File: config.mk
export PLATFORM = sky130hd
export DESIGN_NAME = websocket_frame_deframer_flat
export DESIGN_NICKNAME = d
export VERILOG_FILES = /design/src/wsd_pkg.sv /design/src/wsd_if.sv /design/src/websocket_frame_deframer.sv /design/src/wsd_parser.sv /design/src/flat_wrapper.sv
export SDC_FILE = /design/constraint.sdc
export NUM_CORES = 1
export LEC_CHECK = 0
export ABC_AREA = 1
export BUFFER_PORTS_ARGS = -buffer_cell sky130_fd_sc_hd__buf_2
export CORE_MARGIN = 2
export CORE_UTILIZATION = 60
export CTS_BUF_LIST = sky130_fd_sc_hd__clkbuf_8
export DETAILED_ROUTE_END_ITERATION = 6
export HOLD_SLACK_MARGIN = 0.15
export PLACE_DENSITY = 0.77
export RECOVER_POWER = 50
export SLEW_MARGIN = 40
export SYNTH_ARGS = -nofsm -noshare
export SYNTH_HDL_FRONTEND = slang
export SYNTH_SLANG_ARGS = --single-unit
File: constraint.sdc
create_clock -name clock -period 3.6 [get_ports clock]
set_input_delay 0.72 -clock clock [delete_from_list [all_inputs] [get_ports clock]]
set_output_delay 0.72 -clock clock [all_outputs]
set_load 0.005 [all_outputs]
File: src/wsd_pkg.sv
// shared types, codes and helpers of the websocket frame deframer
package wsd_pkg;

   // opcodes that map to their own frame kind
   localparam logic [3:0] OPCODE_TEXT  = 4'h1;
   localparam logic [3:0] OPCODE_CLOSE = 4'h8;
   localparam logic [3:0] OPCODE_PING  = 4'h9;

   // frame kind codes on the result channel
   localparam logic [1:0] KIND_TEXT  = 2'd0;
   localparam logic [1:0] KIND_CLOSE = 2'd1;
   localparam logic [1:0] KIND_PING  = 2'd2;
   localparam logic [1:0] KIND_OTHER = 2'd3;

   // header field masks and length escapes
   localparam logic [7:0] HDR_TOP_BIT    = 8'h80;
   localparam logic [7:0] HDR_OPCODE_MSK = 8'h0F;
   localparam logic [7:0] HDR_LEN_MSK    = 8'h7F;
   localparam logic [6:0] LEN_EXT16      = 7'd126;
   localparam logic [6:0] LEN_EXT64      = 7'd127;

   // extended length byte counter start values, last count, last key byte
   localparam logic [2:0] EXT16_START = 3'd6;
   localparam logic [2:0] EXT64_START = 3'd0;
   localparam logic [2:0] EXT_LAST    = 3'd7;
   localparam logic [2:0] KEY_LAST    = 3'd3;

   typedef enum logic [5:0] {
      PH_HDR0    = 6'b000001,
      PH_HDR1    = 6'b000010,
      PH_EXTLEN  = 6'b000100,
      PH_MASK    = 6'b001000,
      PH_PAYLOAD = 6'b010000,
      PH_HALT    = 6'b100000
   } phase_type;

   typedef struct packed {
      logic [7:0] payload_byte;
      logic       byte_valid;
      logic [1:0] frame_kind;
      logic       frame_fin;
      logic       frame_end;
   } result_type;

   function automatic logic [1:0] kind_of(input logic [3:0] opcode);
      logic [1:0] kind;
      case (opcode)
         OPCODE_TEXT:  kind = KIND_TEXT;
         OPCODE_CLOSE: kind = KIND_CLOSE;
         OPCODE_PING:  kind = KIND_PING;
         default:      kind = KIND_OTHER;
      endcase
      return kind;
   endfunction

endpackage

File: src/wsd_if.sv
// valid/ready channel interfaces for received bytes and deframed results
interface wsd_req_if;
   logic       valid;
   logic       ready;
   logic [7:0] rx_byte;

   modport source (output valid, output rx_byte, input ready);
   modport sink   (input valid, input rx_byte, output ready);
endinterface

interface wsd_rsp_if;
   logic       valid;
   logic       ready;
   logic [7:0] payload_byte;
   logic       byte_valid;
   logic [1:0] frame_kind;
   logic       frame_fin;
   logic       frame_end;

   modport source (output valid, output payload_byte, output byte_valid, output frame_kind,
                   output frame_fin, output frame_end, input ready);
   modport sink   (input valid, input payload_byte, input byte_valid, input frame_kind,
                   input frame_fin, input frame_end, output ready);
endinterface

File: src/websocket_frame_deframer.sv
// top level of the websocket frame deframer: input register, parser, result register
//
// takes one received byte per transfer and returns unmasked payload bytes, each
// tagged with the frame kind, the FIN bit and an end-of-frame mark; a frame with
// an empty payload gives a single end marker with byte_valid low, header bytes
// give no result, and after a close frame every byte is swallowed until reset.
// a byte can be taken every cycle: it lands in an input register, is parsed
// combinationally and its result (if any) is loaded into the output register,
// from which it is offered on rsp_bus. both registers advance while the output
// register is empty or being drained, so rsp_bus backpressure stalls req_bus
// only when both stages are full.
module websocket_frame_deframer (
   input  logic       clock,
   input  logic       reset,
   wsd_req_if.sink    req_bus,
   wsd_rsp_if.source  rsp_bus
);

   // input stage
   logic       in_valid_ff, in_valid_in;
   logic [7:0] in_byte_ff;

   // output stage
   logic                 out_valid_ff, out_valid_in;
   wsd_pkg::result_type  out_data_ff;

   logic                 advance;
   logic                 result_valid;
   wsd_pkg::result_type  result;

   // the parsed byte moves on when the output register can take a new value
   assign advance       = in_valid_ff && (!out_valid_ff || rsp_bus.ready);
   assign req_bus.ready = !in_valid_ff || advance;

   assign in_valid_in = req_bus.valid || (in_valid_ff && !advance);

   always_comb begin
      if (advance) begin
         out_valid_in = result_valid;
      end else if (rsp_bus.ready) begin
         out_valid_in = 1'b0;
      end else begin
         out_valid_in = out_valid_ff;
      end
   end

   wsd_parser u_parser (
      .clock        (clock),
      .reset        (reset),
      .step         (advance),
      .rx_byte      (in_byte_ff),
      .result_valid (result_valid),
      .result       (result)
   );

   always_ff @(posedge clock) begin
      if (reset) begin
         in_valid_ff  <= 1'b0;
         out_valid_ff <= 1'b0;
      end else begin
         if (req_bus.ready) begin
            in_valid_ff <= in_valid_in;
         end
         out_valid_ff <= out_valid_in;
      end
   end

   // payload registers, no reset needed
   always_ff @(posedge clock) begin
      if (req_bus.valid && req_bus.ready) begin
         in_byte_ff <= req_bus.rx_byte;
      end
      if (advance && result_valid) begin
         out_data_ff <= result;
      end
   end

   assign rsp_bus.valid        = out_valid_ff;
   assign rsp_bus.payload_byte = out_data_ff.payload_byte;
   assign rsp_bus.byte_valid   = out_data_ff.byte_valid;
   assign rsp_bus.frame_kind   = out_data_ff.frame_kind;
   assign rsp_bus.frame_fin    = out_data_ff.frame_fin;
   assign rsp_bus.frame_end    = out_data_ff.frame_end;

endmodule

File: src/wsd_parser.sv
// frame parse state and the per-byte next-state and result logic
module wsd_parser (
   input  logic                 clock,
   input  logic                 reset,
   input  logic                 step,
   input  logic [7:0]           rx_byte,
   output logic                 result_valid,
   output wsd_pkg::result_type  result
);

   wsd_pkg::phase_type phase_ff, phase_in;
   logic [3:0]  opcode_ff, opcode_in;
   logic        fin_ff, fin_in;
   logic        masked_ff, masked_in;
   logic [2:0]  count_ff, count_in;
   logic [31:0] key_ff, key_in;
   logic [63:0] remain_ff, remain_in;
   logic [1:0]  keypos_ff, keypos_in;

   logic [31:0] key_shift;
   logic [6:0]  len7;

   assign key_shift = key_ff << {keypos_ff, 3'b000};
   assign len7      = rx_byte[6:0] & wsd_pkg::HDR_LEN_MSK[6:0];

   always_comb begin
      phase_in     = phase_ff;
      opcode_in    = opcode_ff;
      fin_in       = fin_ff;
      masked_in    = masked_ff;
      count_in     = count_ff;
      key_in       = key_ff;
      remain_in    = remain_ff;
      keypos_in    = keypos_ff;
      result_valid = 1'b0;
      result.payload_byte = 8'h00;
      result.byte_valid   = 1'b0;
      result.frame_kind   = wsd_pkg::kind_of(opcode_ff);
      result.frame_fin    = fin_ff;
      result.frame_end    = 1'b0;

      unique case (phase_ff)
         wsd_pkg::PH_HDR0: begin
            fin_in    = (rx_byte & wsd_pkg::HDR_TOP_BIT) != 8'h00;
            opcode_in = rx_byte[3:0] & wsd_pkg::HDR_OPCODE_MSK[3:0];
            phase_in  = wsd_pkg::PH_HDR1;
         end
         wsd_pkg::PH_HDR1: begin
            masked_in = (rx_byte & wsd_pkg::HDR_TOP_BIT) != 8'h00;
            remain_in = 64'd0;
            if (len7 == wsd_pkg::LEN_EXT16) begin
               count_in = wsd_pkg::EXT16_START;
               phase_in = wsd_pkg::PH_EXTLEN;
            end else if (len7 == wsd_pkg::LEN_EXT64) begin
               count_in = wsd_pkg::EXT64_START;
               phase_in = wsd_pkg::PH_EXTLEN;
            end else begin
               remain_in = {57'd0, len7};
               key_in    = 32'd0;
               if (masked_in) begin
                  count_in = 3'd0;
                  phase_in = wsd_pkg::PH_MASK;
               end else begin
                  keypos_in = 2'd0;
                  if (len7 == 7'd0) begin
                     result_valid     = 1'b1;
                     result.frame_end = 1'b1;
                     phase_in = (opcode_ff == wsd_pkg::OPCODE_CLOSE) ?
                                wsd_pkg::PH_HALT : wsd_pkg::PH_HDR0;
                  end else begin
                     phase_in = wsd_pkg::PH_PAYLOAD;
                  end
               end
            end
         end
         wsd_pkg::PH_EXTLEN: begin
            remain_in = {remain_ff[55:0], rx_byte};
            if (count_ff == wsd_pkg::EXT_LAST) begin
               key_in = 32'd0;
               if (masked_ff) begin
                  count_in = 3'd0;
                  phase_in = wsd_pkg::PH_MASK;
               end else begin
                  keypos_in = 2'd0;
                  if (remain_in == 64'd0) begin
                     result_valid     = 1'b1;
                     result.frame_end = 1'b1;
                     phase_in = (opcode_ff == wsd_pkg::OPCODE_CLOSE) ?
                                wsd_pkg::PH_HALT : wsd_pkg::PH_HDR0;
                  end else begin
                     phase_in = wsd_pkg::PH_PAYLOAD;
                  end
               end
            end else begin
               count_in = count_ff + 3'd1;
            end
         end
         wsd_pkg::PH_MASK: begin
            key_in = {key_ff[23:0], rx_byte};
            if (count_ff >= wsd_pkg::KEY_LAST) begin
               keypos_in = 2'd0;
               if (remain_ff == 64'd0) begin
                  result_valid     = 1'b1;
                  result.frame_end = 1'b1;
                  phase_in = (opcode_ff == wsd_pkg::OPCODE_CLOSE) ?
                             wsd_pkg::PH_HALT : wsd_pkg::PH_HDR0;
               end else begin
                  phase_in = wsd_pkg::PH_PAYLOAD;
               end
            end else begin
               count_in = count_ff + 3'd1;
            end
         end
         wsd_pkg::PH_PAYLOAD: begin
            keypos_in           = keypos_ff + 2'd1;
            remain_in           = remain_ff - 64'd1;
            result_valid        = 1'b1;
            result.payload_byte = rx_byte ^ key_shift[31:24];
            result.byte_valid   = 1'b1;
            if (remain_ff == 64'd1) begin
               result.frame_end = 1'b1;
               phase_in = (opcode_ff == wsd_pkg::OPCODE_CLOSE) ?
                          wsd_pkg::PH_HALT : wsd_pkg::PH_HDR0;
            end
         end
         default: begin
            // halted after a close frame
         end
      endcase
   end

   always_ff @(posedge clock) begin
      if (reset) begin
         phase_ff  <= wsd_pkg::PH_HDR0;
         opcode_ff <= 4'd0;
         fin_ff    <= 1'b0;
         masked_ff <= 1'b0;
         count_ff  <= 3'd0;
         key_ff    <= 32'd0;
         remain_ff <= 64'd0;
         keypos_ff <= 2'd0;
      end else if (step) begin
         phase_ff  <= phase_in;
         opcode_ff <= opcode_in;
         fin_ff    <= fin_in;
         masked_ff <= masked_in;
         count_ff  <= count_in;
         key_ff    <= key_in;
         remain_ff <= remain_in;
         keypos_ff <= keypos_in;
      end
   end

endmodule

File: src/flat_wrapper.sv
// flat-port wrapper written by rule: the top's interface ports become plain ports
module websocket_frame_deframer_flat 
  (clock, reset, req_bus_valid, req_bus_rx_byte, req_bus_ready, rsp_bus_valid, rsp_bus_payload_byte, rsp_bus_byte_valid, rsp_bus_frame_kind, rsp_bus_frame_fin, rsp_bus_frame_end, rsp_bus_ready);
  wsd_req_if req_bus_i ();
  wsd_rsp_if rsp_bus_i ();
  input  logic clock;
  input  logic reset;
  input wire logic [$bits(req_bus_i.valid)-1:0] req_bus_valid;
  input wire logic [$bits(req_bus_i.rx_byte)-1:0] req_bus_rx_byte;
  output wire logic [$bits(req_bus_i.ready)-1:0] req_bus_ready;
  output wire logic [$bits(rsp_bus_i.valid)-1:0] rsp_bus_valid;
  output wire logic [$bits(rsp_bus_i.payload_byte)-1:0] rsp_bus_payload_byte;
  output wire logic [$bits(rsp_bus_i.byte_valid)-1:0] rsp_bus_byte_valid;
  output wire logic [$bits(rsp_bus_i.frame_kind)-1:0] rsp_bus_frame_kind;
  output wire logic [$bits(rsp_bus_i.frame_fin)-1:0] rsp_bus_frame_fin;
  output wire logic [$bits(rsp_bus_i.frame_end)-1:0] rsp_bus_frame_end;
  input wire logic [$bits(rsp_bus_i.ready)-1:0] rsp_bus_ready;
  assign req_bus_i.valid = req_bus_valid;
  assign req_bus_i.rx_byte = req_bus_rx_byte;
  assign req_bus_ready = req_bus_i.ready;
  assign rsp_bus_valid = rsp_bus_i.valid;
  assign rsp_bus_payload_byte = rsp_bus_i.payload_byte;
  assign rsp_bus_byte_valid = rsp_bus_i.byte_valid;
  assign rsp_bus_frame_kind = rsp_bus_i.frame_kind;
  assign rsp_bus_frame_fin = rsp_bus_i.frame_fin;
  assign rsp_bus_frame_end = rsp_bus_i.frame_end;
  assign rsp_bus_i.ready = rsp_bus_ready;
  websocket_frame_deframer u_core (.clock(clock), .reset(reset), .req_bus(req_bus_i), .rsp_bus(rsp_bus_i));
endmodule
* Word-level counts from Yosys, hierarchy flattened
Cells that the tools add are included.
** Storage, ports and cells
- Bits in registers :: 136
- Bits in latches :: 0
- Memory bits (writable) :: 0
- ROM bits :: 0
- Word-level logic and storage cells :: 118
- Memories :: 0
** Operators by class
- $add $sub $neg :: 3
- $mul :: 0
- Div/mod/pow operators :: 0
- Order comparisons :: 1
- Equal/unequal tests :: 22
- Shift-type cells :: 1
- Mux-type cells :: 49
- Bitwise gates (word level) :: 1
- Reductions and logical operators :: 25
** Operators with widths (count)
- one-hot mux 64 bit (3 select lines) :: 1
- logical NOT 64 bit :: 2
- 2-to-1 mux 32 bit :: 3
- one-hot mux 32 bit (3 select lines) :: 1
- 2-to-1 mux 6 bit :: 11
- equality test 64 x 1 -> 1 bit, second input constant :: 1
- subtractor 64 x 1 -> 64 bit, second input constant :: 1
- << shifter 32 x 5 -> 32 bit :: 1
- one-hot mux 6 bit (5 select lines) :: 1
- 2-to-1 mux 3 bit :: 6
- inequality test 2 bit, second input constant :: 8
- AND reduction 5 bit :: 3
- equality test 7 bit, second input constant :: 2
- 2-to-1 mux 7 bit :: 2
- 2-to-1 mux 1 bit :: 13
- 2-to-1 mux 2 bit :: 6
- one-hot mux 3 bit (3 select lines) :: 1
- equality test 4 bit, second input constant :: 2
- one-hot mux 1 bit (4 select lines) :: 2
- one-hot mux 2 bit (4 select lines) :: 1
- AND reduction 8 bit :: 1
- XOR 8 bit :: 1
- logical NOT 7 bit :: 1
- equality test 6 x 1 -> 1 bit, second input constant :: 1
- other kinds (20) :: 30

* Logic depth before layout (Yosys ltp)
Gate-level depths: netlist (run 1).
- Depth in word-level cells :: 7
- Mapped depth :: 12

* Cells and area by module
Synthesis (run 1) repeated with hierarchy kept, for this count alone.
** Second synthesis, totals
- Cell total of the unflattened synthesis :: 1207
- Area total of the unflattened synthesis :: 8187.9 µm²
** Modules (own cells, without submodules)
- wsd_parser :: instances 1, cells an instance 1168, area an instance 7452.1 µm², seq. area each 2262.2 µm²
- websocket_frame_deframer :: instances 1, cells an instance 39, area an instance 735.7 µm², seq. area each 670.6 µm²

* Least setup slack after synthesis (run 1)
OpenSTA, ideal clock, no wires.
- Path type :: reg2reg
- Start :: register u_core.u_parser.remain_ff[0]
- End :: register u_core.out_data_ff, in the netlist u_core.rsp_bus.byte_valid, enable pin
- Data arrival time :: 1.796 ns
- Path slack :: 1.443 ns
- Cell stages (with the launch flop) :: 12
- Path buffers :: 0
- Period minus slack after synthesis :: 2.157 ns
- Cell sequence :: dfxtp_1 > inv_1 > ha_1 > nand2_2 > nor2_4 > nand3_2 > nor2_4 > nand4_1 > nand2_1 > inv_1 > nand2_1 > and3_1
** On the way
- Cells in the longest elaborated chain, start to end :: 6
- Elaborated cells between the ends (all ways) :: 9
** RTL lines
- start, declared :: RTL line wsd_parser.sv:17 : logic [63:0] remain_ff, remain_in;
- start signal, assigned :: RTL line wsd_parser.sv:149 : remain_ff <= remain_in;
- logical NOT 64 bit :: RTL line wsd_parser.sv:85 : if (remain_in == 64'd0) begin
- 2-to-1 mux 1 bit :: RTL line wsd_parser.sv:85
- 2-to-1 mux 1 bit :: RTL line wsd_parser.sv:80 : if (masked_ff) begin
- 2-to-1 mux 1 bit :: RTL line wsd_parser.sv:78 : if (count_ff == wsd_pkg::EXT_LAST) begin
- one-hot mux 1 bit (4 select lines) * :: RTL line wsd_parser.sv:42 : unique case (phase_ff)
- logical AND 1 bit * :: RTL line websocket_frame_deframer.sv:73 : if (advance && result_valid) begin
- end signal, assigned :: RTL line websocket_frame_deframer.sv:74 : out_data_ff <= result;
- end, declared :: RTL line websocket_frame_deframer.sv:25 : wsd_pkg::result_type out_data_ff;
Mark *: on every way between the ends. The rest lies on a longest branch, timed or not.
A chain may end at the register's enable or synchronous reset.

* Worst setup path after layout (run 1)
- Start :: register u_core.u_parser.phase_ff[5]
- End :: register u_core.out_data_ff, in the netlist u_core.rsp_bus.payload_byte[5], enable pin
** On the way
- Cells in the longest elaborated chain, start to end :: 3
- Elaborated cells between the ends (all ways) :: 6
** RTL lines
- start, declared :: RTL line wsd_parser.sv:11 : wsd_pkg::phase_type phase_ff, phase_in;
- start signal, assigned :: RTL line wsd_parser.sv:134 : phase_ff <= wsd_pkg::PH_HDR0;
- start signal, assigned :: RTL line wsd_parser.sv:143 : phase_ff <= phase_in;
- equality test 6 x 5 -> 1 bit, or another cell as far along :: RTL line wsd_parser.sv:42
- one-hot mux 1 bit (4 select lines) * :: RTL line wsd_parser.sv:42
- logical AND 1 bit * :: RTL line websocket_frame_deframer.sv:73
Marked as above.

==> results.md, run 1 <==
- 1st-pass router iterations: 7
- Slew Limit Headroom: -0.7915
- Post-synthesis cell area: 8089 µm²
- R2R setup slack: between 0.7 and 0.8 ns
- Die area: 14430 µm²
- Num CTS Buffers: 17
- Routed WL per cell: 16.50 µm
- Initial antenna violation count: 0
- Port Buffer Count: 26
- Largest stage delay, worst path: 0.60 ns
- Final Instance Count excl. Fillers: 1383
- H-tree levels: 4
- Critical path peak fanout: 13
- Post-Syn Nets: ~1200
- Max Clock Skew: ~0.015 ns
- Buf/Inv on CP: 1
- Async set or reset register ratio after synthesis: 0
- Max clock buf depth: 2
- Max-cap violations: 1
- Crit-path most repeated cell: nand2_1
- Worst hold stages: 1
- Vias/cell: 5.889
- Starting density of the core: 0.6133
- Leak pwr: around 0.0038 µW
- CP startpoint: u_core.u_parser.phase_ff[5]$_SDFFE_PP0P_
- Synth cell count leaders: nand2_1, a21oi_1, nor2_1
- Worst EP required: between 3 and 4 ns
- Count leader, synth: nand2_1
- HPWL Detailed: ~15000 µm
- Post-synth top area share: 0.2846
- Fmax: ~0.35 GHz
- Core area: 13190 µm²
- Grt total ovfl: 0
- Largest net degree at the start of global routing: 67
- Avg Cell Area, Syn: about 6.8 µm²
- Finished Core Util: 0.6549
- Worst-path cell chain: nor2_1 -> nand3_1 -> nor3b_2 -> nand4_1 -> nand2_1 -> inv_1 -> nand2_1 -> and3_1
- Critical Path AT: around 3.0 ns
- Ratio of cells with drive above 1 in the final layout: 0.1060
- Worst vdd ir: 0.3761 mV
- CP max-delay cell: and3_1
- FILL cells: roughly 1300
- Status: finished, violations left
- All-Layer GR Usage: 0.3262
- CP Depth: 8
- Post-Synthesis Cells: around 1200
- FF-to-FF path depth: 8
- Vias: 8144
- Pins Over Slew Limit: between 50 and 60
- Worst Hold Class: in -> reg
- Fin crit period: between 2 and 3 ns
- DRT Wirelength: roughly 23000 µm
- Vias in the first global route: a little under 8000
- CP endpoint kind: flop
- N_diodes: 0
- Pin slew with the least headroom to its limit: about 2.7 ns
- Hold Slack: roughly 0.41 ns
- Die Ht: roughly 120 µm
- Drt initial violations: around 770
- Top Ports: 27
- Hold_buf cts: 0
- Sequential area share after synthesis: 0.3626
- Final setup margin: between 0.7 and 0.8 ns
- Delay-heaviest family, CP: simple AND/OR/NAND/NOR gates
- Post-CTS Resized: 0
- Crit Path Class: reg -> reg
- Global-route wire length before repair: 37690 µm
- Root buffer cell: clkbuf_8
- Critical path endpoint: u_core.rsp_bus.payload_byte[5]$_SDFFCE_PN0P_
- Failing checks: DRC, capacitance limit, slew limit
- Pwr dens: roughly 430 nW/µm²
- Final period util: 0.7954
- Setup slack at placement: approximately 1.1 ns
- Yosys warning total: 0
- Top cells by area, synth: dfxtp_1, a21oi_1, nand2_1
- FF-to-FF End: u_core.rsp_bus.payload_byte[5]$_SDFFCE_PN0P_
- Buffers inserted by post-CTS timing repair: 0
- Final Hold Viols: 0
- Yosys top cell by area: dfxtp_1
- TritonCTS Sinks: 136
- CTS tree: done
- Inst Count DP: around 1400
- Post-synth EDFFs: 21
- Row Count: 42
- Main synth FF type: dfxtp_1
- Residual DRC count: 8
- GP Congestion: between 0.9 and 1
- Crit path launch type: flop
- R2r startpoint: u_core.u_parser.phase_ff[5]$_SDFFE_PP0P_
- Die X: between 100 and 150 µm
- RSZ-0062 raised after global routing: no
- Accumulated negative setup slack: 0 ns
- Synth Register Bits: roughly 140
- Worst-Skew Late Latency: between 0.4 and 0.5 ns
- Distinct cell type count of the synthesized netlist: 51
- Final #Nets: around 1200
- Setup violators final: 0
- Area delta synth->final: 6.790%
- Post-route ant nets: 0
- Clock transition at path regs: 0.09 ns
-- kinds of logic after synthesis --
| family | synth area share |
|---|---|
| and+or+nand+nor | 0.3278 |
| AOI/OAI and AO/OA | 0.2175 |
| adders and majority gates | 0.007734 |
| buffers and inverters | 0.08337 |
| DFF | 0.3626 |
| xor gates and xnor gates | 0.001083 |
-- per-stage QoR --
| stage | total power, µW | cell area (µm²) |
|---|---|---|
| 6_report | 3705 | 8638 |
| 5_1_grt | 3863 | 8638 |
| 4_1_cts | 3700 | 8671 |
| 3_5_place_dp | 2269 | 8225 |
| 3_3_place_gp | 2261 | 8225 |
| 2_1_floorplan | 2120 | 8089 |
-- layout make-up --
cell class	instances	area (µm²)	share of cell area
clock inverters	15	211.5	0.02448
well taps	176	220.2	0.02549
flip-flops and latches	136	2933	0.3395
multi-input cells	902	4467	0.5171
inverters	101	382.9	0.04432
clock buffers	17	234.0	0.02709
repair buffers	36	190.2	0.02202
-- routing by layer --
metal	share of wire	track usage
met5	0	0
met4	0.036	0.1529
met3	0.069	0.06464
met2	0.48	0.5380
met1	0.42	0.4095
-- cell usage in the layout, fill, tap and decap left out, types with 5 or more instances in the layout --
cell        n
a211oi_1    9
a21oi_1   181
a221oi_1    8
buf_2      20
buf_4       8
clkbuf_1    8
clkbuf_8   17
dfxtp_1   115
edfxtp_1   21
ha_1        5
inv_1      88
inv_2       8
inv_6       7
nand2_1   204
nand2_2     8
nand3_1   113
nand3b_1    5
nand4_1    19
nor2_1    153
nor2_2     11
nor2_4     11
nor3_1     10
o21ai_0   101
o21bai_1    5
o22ai_1     7
or2_2      15
-- where the power goes --
group | leakage [µW] | total (µW) | internal, µW | switching (µW)
logic | 0.00240 | 642 | 216 | 426
registers | 0.00114 | 1610 | 1570 | 40.2
clock network | 0.000223 | 1460 | 770 | 686
total | 0.00377 | 3710 | 2550 | 1150
-- flip-flops by register name, indices dropped and copies added (netlist names) --
| name | flops |
|---|---|
| u_core.u_parser.keypos_ff | 2 |
| u_core.rsp_bus.frame_fin | 1 |
| u_core.rsp_bus.byte_valid | 1 |
| u_core.rsp_bus.valid | 1 |
| u_core.u_parser.fin_ff | 1 |
| u_core.rsp_bus.payload_byte | 8 |
| u_core.in_valid_ff | 1 |
| u_core.u_parser.count_ff | 3 |
| u_core.u_parser.key_ff | 32 |
| u_core.rsp_bus.frame_kind | 2 |
| u_core.u_parser.masked_ff | 1 |
| u_core.rsp_bus.frame_end | 1 |
| u_core.u_parser.phase_ff | 6 |
| u_core.in_byte_ff | 8 |
| u_core.u_parser.opcode_ff | 4 |
| u_core.u_parser.remain_ff | 64 |
-- how the worst min path moves through the flow --
stage | to | from | slack [ns]
after floorplan | u_core.rsp_bus.frame_fin$_DFFE_PP_ | u_core.u_parser.fin_ff$_SDFFE_PP0P_ | 0.40
after global placement | u_core.rsp_bus.frame_fin$_DFFE_PP_ | u_core.u_parser.fin_ff$_SDFFE_PP0P_ | 0.42
after detailed placement | u_core.rsp_bus.frame_fin$_DFFE_PP_ | u_core.u_parser.fin_ff$_SDFFE_PP0P_ | 0.42
after CTS | u_core.in_byte_ff[3]$_DFFE_PP_ | req_bus_rx_byte[3] | 0.40
after global routing | u_core.in_byte_ff[6]$_DFFE_PP_ | req_bus_rx_byte[6] | 0.40
final | u_core.in_byte_ff[3]$_DFFE_PP_ | req_bus_rx_byte[3] | 0.41
Note: power is estimated with default switching activity, not from simulation.
==> run 2, diff against run 1 <==
==> constraint.sdc (replaced) <==
create_clock -name clock -period 2.71 [get_ports clock]
set_input_delay 0.542 -clock clock [delete_from_list [all_inputs] [get_ports clock]]
set_output_delay 0.542 -clock clock [all_outputs]
set_load 0.005 [all_outputs]
==> results.md, run 2 (synthesis gave the netlist of run 1 again) <==
- Clock network power share: 0.348 (-0.045)
- Setup violators final: 0 (unchanged)
- Accumulated negative setup slack: 0 ns (unchanged)
- Critical path peak fanout: 40 (+27)
- H-tree levels: 4 (unchanged)
- Port Buffer Count: 26 (unchanged)
- Most frequent cells in the layout: nand2_1, a21oi_1, nor2_1
- R2r startpoint: u_core.u_parser.phase_ff[5]$_SDFFE_PP0P_
- 1st-pass router iterations: 6 (-1)
- Gate power share: 0.189 (+0.016)
- Clock transition at path regs: 0.08 ns (about the same)
- Hold_sp: req_bus_rx_byte[5]
- Core area: 13190 µm² (unchanged)
- Worst Hold Class: in -> reg
- Post-CTS Resized: 0 (unchanged)
- Leak pwr: 0.003792 µW (+0.63%)
- Final period util: 0.8918 (+0.09643)
- Switching part of the total power: 0.3245 (+0.01354)
- Largest net degree at the start of global routing: 69 (+3.0%)
- Buffers inserted by post-CTS timing repair: 0 (unchanged)
- TritonCTS Sinks: 136 (unchanged)
- Crit Path Class: reg -> reg
- All-Layer GR Usage: 0.3223 (-0.003822)
- Final Instance Count excl. Fillers: 1392 (+0.65%)
- CP endpoint kind: flop
- Worst EP required: 3.13 ns (-0.58 ns)
- Vias: 8322 (+2.2%)
- Drt initial violations: 757 (-2.1%)
- Vias/cell: 5.978 (+1.5%)
- Critical Path AT: 2.83 ns (-0.15 ns)
- N_diodes: 0 (unchanged)
- Initial antenna violation count: 0 (unchanged)
- Slew Limit Headroom: 0.1663 (+0.9578)
- Num CTS Buffers: 17 (unchanged)
- Max clock buf depth: 2 (unchanged)
- Pins Over Slew Limit: 0 (-100%)
- Ratio of cells with drive above 1 in the final layout: 0.1118 (+0.005794)
- Met3 Track Usage GR: 0.06416 (-0.0004753)
- Area delta synth->final: 7.053%
- Largest register FFs: 64 (unchanged)
- Worst hold stages: 1 (unchanged)
- Inst Count DP: 1360 (+0.67%)
- HPWL Detailed: 15580 µm (+1.7%)
- Max-cap violations: 0 (-1)
- FF-to-FF path depth: 9 (+1)
- FF-to-FF End: u_core.u_parser.remain_ff[13]$_SDFFE_PP0P_
- Die area: 14430 µm² (unchanged)
- R2R setup slack: 0.29 ns (-0.44 ns)
- Status: finished clean
- Max Clock Skew: 0.01323 ns (-0.001323 ns)
- Final #Nets: 1220 (+0.74%)
- Met2 usage: 0.5369 (-0.001065)
- P_int: 3097 µW (+21%)
- Hold Slack: 0.2454 ns (-0.1649 ns)
- Vias in the first global route: 7740 (-0.026%)
- DRT Wirelength: 22660 µm (-0.72%)
- Row Count: 42 (unchanged)
- FILL cells: 1243 (-0.80%)
- Top Ports: 27 (unchanged)
- Worst vdd ir: 0.3626 mV (-3.6%)
- Most used routing layer in global routing: met2
- Global-route wire length before repair: 37340 µm (-0.95%)
- Most flop-heavy register: u_core.u_parser.remain_ff
- Hold Crit Endpoint: u_core.in_byte_ff[5]$_DFFE_PP_
- RSZ-0062 raised after global routing: no
- GP Congestion: 0.9267 (-0.88%)
- Final Hold Viols: 0 (unchanged)
- Grt met1 use: 0.4063 (-0.003282)
- Die X: 120.1 µm (unchanged)
- Fmax: 0.4138 GHz (+18%)
- Fin crit period: 2.417 ns (-0.4466 ns)
- Regs by FF count: u_core.u_parser.remain_ff (64), u_core.u_parser.key_ff (32)
- Hold_buf cts: 0 (unchanged)
- CTS tree: done
- Residual DRC count: 0 (-8)
- Net Switching: 1488 µW (+29%)
- Commonest non-fill, non-tap cell in the layout: nand2_1
- Routed WL per cell: 16.28 µm (-1.4%)
- Flop pwr share: 0.463 (+0.029)
- Worst-Skew Late Latency: 0.47 ns (about the same)
- Crit path launch type: flop
- Die Ht: 120.1 µm (unchanged)
- Starting density of the core: 0.6133 (unchanged)
- Root buffer cell: clkbuf_8
- Post-route ant nets: 0 (unchanged)
- Pin slew with the least headroom to its limit: 1.251 ns (-1.437 ns)
- Grt total ovfl: 0 (unchanged)
- Finished Core Util: 0.6565 (+0.001613)
- Pwr dens: 529.4 nW/µm² (+23%)
[run 2: metrics by stage]
stage	total power, µW	setup slack [ns]	instance area (µm²)
after floorplan	2817	0.5531	8089
after global placement	3003	0.4235	8330
after detailed placement	3018	0.3586	8330
after CTS	4588	0.3400	8696
after global routing	4787	0.08276	8660
final	4584	0.2932	8660
[run 2: cell type report]
| type | instances | area (µm²) | share of cell area |
|---|---|---|---|
| Clock buffer | 17 | 234.0 | 0.02702 |
| Clock inverter | 15 | 131.4 | 0.01517 |
| Inverter | 101 | 381.6 | 0.04407 |
| Multi-Input combinational cell | 902 | 4467 | 0.5158 |
| Sequential cell | 136 | 2933 | 0.3387 |
| Tap cell | 176 | 220.2 | 0.02543 |
| Timing Repair Buffer | 45 | 292.8 | 0.03381 |
[run 2: worst max path at each step]
stage | from | to | slack [ns] | depth (start not counted)
2_1_floorplan | u_core.u_parser.remain_ff[0]$_SDFFE_PP0P_ | u_core.rsp_bus.byte_valid$_DFFE_PP_ | 0.55 | 11
3_3_place_gp | u_core.u_parser.remain_ff[0]$_SDFFE_PP0P_ | u_core.rsp_bus.payload_byte[4]$_SDFFCE_PN0P_ | 0.42 | 12
6_report | u_core.u_parser.phase_ff[5]$_SDFFE_PP0P_ | u_core.u_parser.remain_ff[13]$_SDFFE_PP0P_ | 0.29 | 9
4_1_cts | u_core.u_parser.remain_ff[1]$_SDFFE_PP0P_ | u_core.rsp_bus.payload_byte[0]$_SDFFCE_PN0P_ | 0.34 | 12
5_1_grt | u_core.u_parser.phase_ff[5]$_SDFFE_PP0P_ | u_core.u_parser.remain_ff[13]$_SDFFE_PP0P_ | 0.08 | 9
3_5_place_dp | u_core.u_parser.remain_ff[0]$_SDFFE_PP0P_ | u_core.rsp_bus.byte_valid$_DFFE_PP_ | 0.36 | 12
[run 2: worst max-delay path: stages (launching register included)]
cell	delay (ns)
dfxtp_1	0.33
nor2_1	0.36
nand3_1	0.31
clkbuf_1	0.28
inv_2	0.12
buf_4	0.41
nand2_1	0.11
a21oi_1	0.22
o21ai_0	0.13
inv_1	0.09
[run 2: layer usage]
layer	wire (µm)	vias up	share of wire
li1	-	4067	-
met1	9697	3881	0.43
met2	10900	322	0.48
met3	1473	52	0.065
met4	589	0	0.026
met5	0	-	0
[run 2: power by group through the flow]
stage               Clock (µW)  Combinational [µW]  Sequential (µW)
global placement             0                 835             2170
floorplan                    0                 659             2160
global route              1690                 969             2130
CTS                       1610                 853             2120
finish                    1590                 866             2120
detailed placement           0                 849             2170
